File: src/design/sdr_pkg.sv
// package: item types, command codes and depth constants for the scanline depth resolver
`timescale 1ns / 1ps

package sdr_pkg;

    // field widths fixed by the item formats
    localparam int DEPTH_W = 32;
    localparam int XL_W    = 10;
    localparam int XR_W    = 11;
    localparam int AW_W    = 11;
    localparam int PID_W   = 16;

    // active width after reset
    localparam logic [AW_W-1:0] ACTIVE_RESET = 11'd1024;

    // saturation bounds of signed q16.16 depth
    localparam logic signed [DEPTH_W-1:0] DEPTH_MIN = 32'sh8000_0000;
    localparam logic signed [DEPTH_W-1:0] DEPTH_MAX = 32'sh7fff_ffff;

    // command codes
    typedef enum logic [1:0] {
        CMD_CLEAR = 2'd0,
        CMD_DRAW  = 2'd1,
        CMD_READ  = 2'd2,
        CMD_NONE  = 2'd3
    } t_cmd;

    // one command beat
    typedef struct packed {
        t_cmd                       cmd;
        logic [XL_W-1:0]            x_left;
        logic [XR_W-1:0]            x_right;
        logic signed [DEPTH_W-1:0]  z_start;
        logic signed [DEPTH_W-1:0]  dz_dx;
        logic [PID_W-1:0]           poly_id;
    } t_cmd_item;

    // one result beat
    typedef struct packed {
        logic                       covered;
        logic [PID_W-1:0]           owner_id;
        logic signed [DEPTH_W-1:0]  pixel_depth;
    } t_res_item;

endpackage

File: src/design/sdr_depth_unit.sv
// shared depth unit: strict depth test and saturating depth step
`timescale 1ns / 1ps

module sdr_depth_unit
    import sdr_pkg::*;
(
    input  logic signed [DEPTH_W-1:0] i_z,
    input  logic signed [DEPTH_W-1:0] i_dz,
    input  logic signed [DEPTH_W-1:0] i_stored,
    output logic                      o_wins,
    output logic signed [DEPTH_W-1:0] o_z_next
);

    logic signed [DEPTH_W:0] sum;

    // new depth wins only when strictly nearer
    assign o_wins = (i_z > i_stored);

    // sign-extended add, clamp on overflow
    assign sum = {i_z[DEPTH_W-1], i_z} + {i_dz[DEPTH_W-1], i_dz};

    always_comb begin
        if (sum[DEPTH_W] != sum[DEPTH_W-1]) begin
            o_z_next = sum[DEPTH_W] ? DEPTH_MIN : DEPTH_MAX;
        end else begin
            o_z_next = sum[DEPTH_W-1:0];
        end
    end

endmodule

File: config.mk
export PLATFORM = sky130hd
export DESIGN_NAME = sdr_depth_unit
export DESIGN_NICKNAME = d
export VERILOG_FILES = /design/src/design/sdr_pkg.sv /design/src/design/sdr_depth_unit.sv
export SDC_FILE = /design/constraint.sdc
export NUM_CORES = 1
export LEC_CHECK = 0
export CAP_MARGIN = 20
export CORE_AREA = 2 2 85 87
export DETAILED_ROUTE_END_ITERATION = 10
export DIE_AREA = 0 0 87 89
export DONT_BUFFER_PORTS = 1
export PLACE_DENSITY = 0.57
export REMOVE_ABC_BUFFERS = 1
export SYNTH_ARGS = -nofsm -noshare
export SYNTH_HDL_FRONTEND = slang
export SYNTH_SLANG_ARGS = --single-unit
File: constraint.sdc
create_clock -name vclk -period 4.4
set_input_delay 0.88 -clock vclk [all_inputs]
set_output_delay 0.88 -clock vclk [all_outputs]
set_load 0.005 [all_outputs]
Word level (Yosys, flattened, before mapping)
Cells that the tools add are included.

storage, ports and cells
  flip-flop bits (word level) = 0
  latch bits = 0
  memory bits (writable) = 0
  memory bits (read-only) = 0
  output and inout bits = 33
  memories kept = 0

cells by class
  $add $sub $neg = 1
  multiply operators = 0
  div/mod/pow operators = 0
  $lt $le $gt $ge = 1
  eq/ne operators = 1
  shifts and indexed selects = 0
  muxes and demuxes = 2
  bitwise gates (word level) = 0
  reduce and logical (&&, ||, !) cells = 0

operators by type and width
  cell            count
  $mux 32         2
  $add 32x32->33  1
  $gt 32x32->1    1
  $ne 1x1->1      1

Depth between registers and ports, before layout
  word-level depth = 3
  depth in mapped cells = 13

Worst setup path after synthesis
OpenSTA, ideal clock, no wires.

  path kind = input to output
  start = in i_z[0]
  end = out o_z_next[10]
  data arrival time = 3.063 ns
  required time = 3.520 ns
  setup slack = 0.457 ns
  cell stages on the path = 13
  path through = ha_1 -> inv_1 -> fa_1 -> nor2b_1 -> o31a_1 -> o21ai_2 -> o211ai_2 -> a211oi_2 -> o31ai_4 -> nand2_2 -> buf_6 -> buf_6 -> a21oi_2

between the ends
  cells in the longest elaborated chain, start to end = 3
  elaborated cells between the ends (all ways) = 4

ends and longest elaborated chain
  element                                       RTL line                                    text
  from (decl)                                   sdr_depth_unit.sv:7                         input logic signed [DEPTH_W-1:0] i_z,
  $add 32x32->33 *                              sdr_depth_unit.sv:20                        assign sum = {i_z[DEPTH_W-1], i_z} + {i_dz[DEPTH_W-1], i_dz};
  $mux 32 / $ne 1x1->1 (equally long branches)  sdr_depth_unit.sv:24, sdr_depth_unit.sv:23
  $mux 32 *                                     sdr_depth_unit.sv:23                        if (sum[DEPTH_W] != sum[DEPTH_W-1]) begin
  to (decl)                                     sdr_depth_unit.sv:11                        output logic signed [DEPTH_W-1:0] o_z_next

Every way passes the cells marked *; elsewhere a longest branch is shown, timed or not.

Worst setup path after layout
  start = in i_z[0]
  end = out o_z_next[22]

Same word-level chain as after synthesis.

==> impl_results.md <==
* Vias in the first global route at 2796
* Fin Hold WS at 2.04 ns
* Global-route usage over all layers at 20.1%
* Slew of the pin with the lowest slew margin at 0.481 ns
* Antenna diode count at 0
* Clock buffer count at 0
* Setup TNS at 0 ns
* Site Rows at 30
* Top Ports at 129
* Worst Setup End Kind: primary output
* Finished Cell Area at 0.00310 mm²
* Endpoints failing setup at 0
* Synth area leader: ha_1
* Post-synthesis cell area at 0.00298 mm²
* Total Die Area at 0.00774 mm²
* Hold Vio Cnt, Final at 0
* # DRC at 0
* Post-cts hold buffer count at 0
* Outcome: finished clean
* Largest net degree at the start of global routing at 24
* Initial antenna violation count at 0
* Kind of start point of the critical path: input port
* Most common cell after layout, fill and taps aside: ha_1
* Register area at 0 µm²
* DRT Wirelength at 8400 µm
* Final HPWL DP at 7170 µm
* Worst slew margin at 67.8%
* Routed len/inst at 17.2 µm
* Post-DRT Antenna Nets at 0
* Synth Instances at 411
* Critical Path RT at 3.52 ns
* Total congestion overflow at 0
* Worst setup path end: o_z_next[22]
* CP arrival at 3.32 ns
* Seq/Total Area, Yosys at 0%
* Max cap viols at 0
* Share of layout cells above drive strength 1 at 9.56%
* Drt initial violations at 64
* Top cells by area, synth: ha_1 (27%), a21oi_1 (6.6%), a21o_1 (6.3%)
* Worst hold path class: input port to primary output
* Cell Area, Placed at 0.00306 mm²
* First-pass GRT wire length at 12900 µm
* Vias per cell at 6.08
* Placeable Area at 0.00672 mm²
* First-pass DRT Iterations at 4
* FMAX at 238 MHz
* Final Net Count at 571
* Die Y at 89 µm
* GP Congestion at 0.873
* PD cells at 171 mW/mm²
* Minimum clock period after layout at 4.20 ns
* Tcrit/Tclk final at 95.4%
* Chip width at 87 µm
* Share of Yosys cell area claimed by the top area cell type at 26.9%
* Count of cell types in the netlist at 60
* Leakage at 0.00151 µW
* Synth Area per Inst at 7.24 µm²
* Peak supply drop at 0.0596 mV
* Unrepaired setup endpoints after global routing: no
* Max-slew violation count at 0
* P&R area growth vs syn at 3.99%
* Crit-path max FO at 12
* PortBufs at 0
* Starting Density at 44.3%
* DR vias at 2966
* Sequential cells at 0
* CP startpoint: i_z[0]
* Yosys warning count at 0
* Setup Crit Path Kind: input port to primary output
* Most frequent cells in the layout: ha_1 (64), inv_1 (43), a21oi_1 (39)
metal layers:
layer  share of wire (%)  vias up  routed length [µm]  track usage, %
li1                    -     1524                   -               -
met1                  44     1353                3700            26.1
met2                  50       85                4220            37.9
met3                 5.1        4                 428            1.48
met4                0.63        0                  53            1.42
met5                   0        -                   0               0
cells in the mapped netlist, types with 6 or more instances:
master,count
a21oi_1,39
xor2_1,14
nand4_1,13
and3_1,6
nand3_1,6
a211oi_1,11
o21ai_0,24
o21a_1,6
o21ai_1,11
a21oi_2,12
xnor2_1,13
nor2_1,24
ha_1,64
inv_1,43
nand2_1,20
a21o_1,25
worst min-delay path by stage:
stage | slack (ns) | cells past startpoint | endpoint | startpoint
2_1_floorplan | 2.02 | 3 | o_z_next[0] | i_dz[0]
3_3_place_gp | 2.05 | 3 | o_z_next[1] | i_dz[1]
3_5_place_dp | 2.05 | 3 | o_z_next[0] | i_dz[0]
4_1_cts | 2.05 | 3 | o_z_next[0] | i_dz[0]
5_1_grt | 2.09 | 3 | o_z_next[0] | i_dz[0]
6_report | 2.04 | 3 | o_z_next[0] | i_dz[0]
stage by stage:
stage	utilization, %	worst slack, ns	power [µW]	cells
after floorplan	-	0.336	405	399
after global placement	45.5	0.200	511	485
after detailed placement	45.5	0.110	514	485
after CTS	45.5	0.105	518	485
after global routing	46.1	0.0560	591	488
final	46.1	0.205	530	488
worst max-delay path: stages:
cell	delay, ns
ha_1	0.18
inv_1	0.07
fa_1	0.40
nor2b_1	0.16
o31a_1	0.20
o21ai_2	0.12
o211ai_2	0.21
a211oi_2	0.13
o31ai_4	0.44
buf_4	0.20
nor2_4	0.07
o21ai_0	0.23
area by class of cell:
| type | instances | area, µm² |
|---|---|---|
| fillers | 697 | 3620 |
| inverters | 43 | 161 |
| multi-input cells | 357 | 2760 |
| well taps | 80 | 100 |
| repair buffers | 8 | 72.6 |
power by group:
part           internal, µW  total [µW]  switching, µW
Sequential                0           0              0
Clock                     0           0              0
Combinational           215         530            316
cell families after synthesis:
logic type / count (synthesis) / synth area share, %
buffers and inverters: 55 / 8.03
multiplexers: 2 / 0.715
AO/OA/AOI/OAI: 162 / 37.8
AND/OR/NAND/NOR: 98 / 17.3
XOR/XNOR: 27 / 7.94
adder cells (fa/ha/maj): 67 / 28.2
what timing repair did:
action	in CTS	in global routing
endpoints found under the setup margin	0	19
buffers inserted	0	2
gates resized for setup	0	3
(Power assumes the default switching activity.)
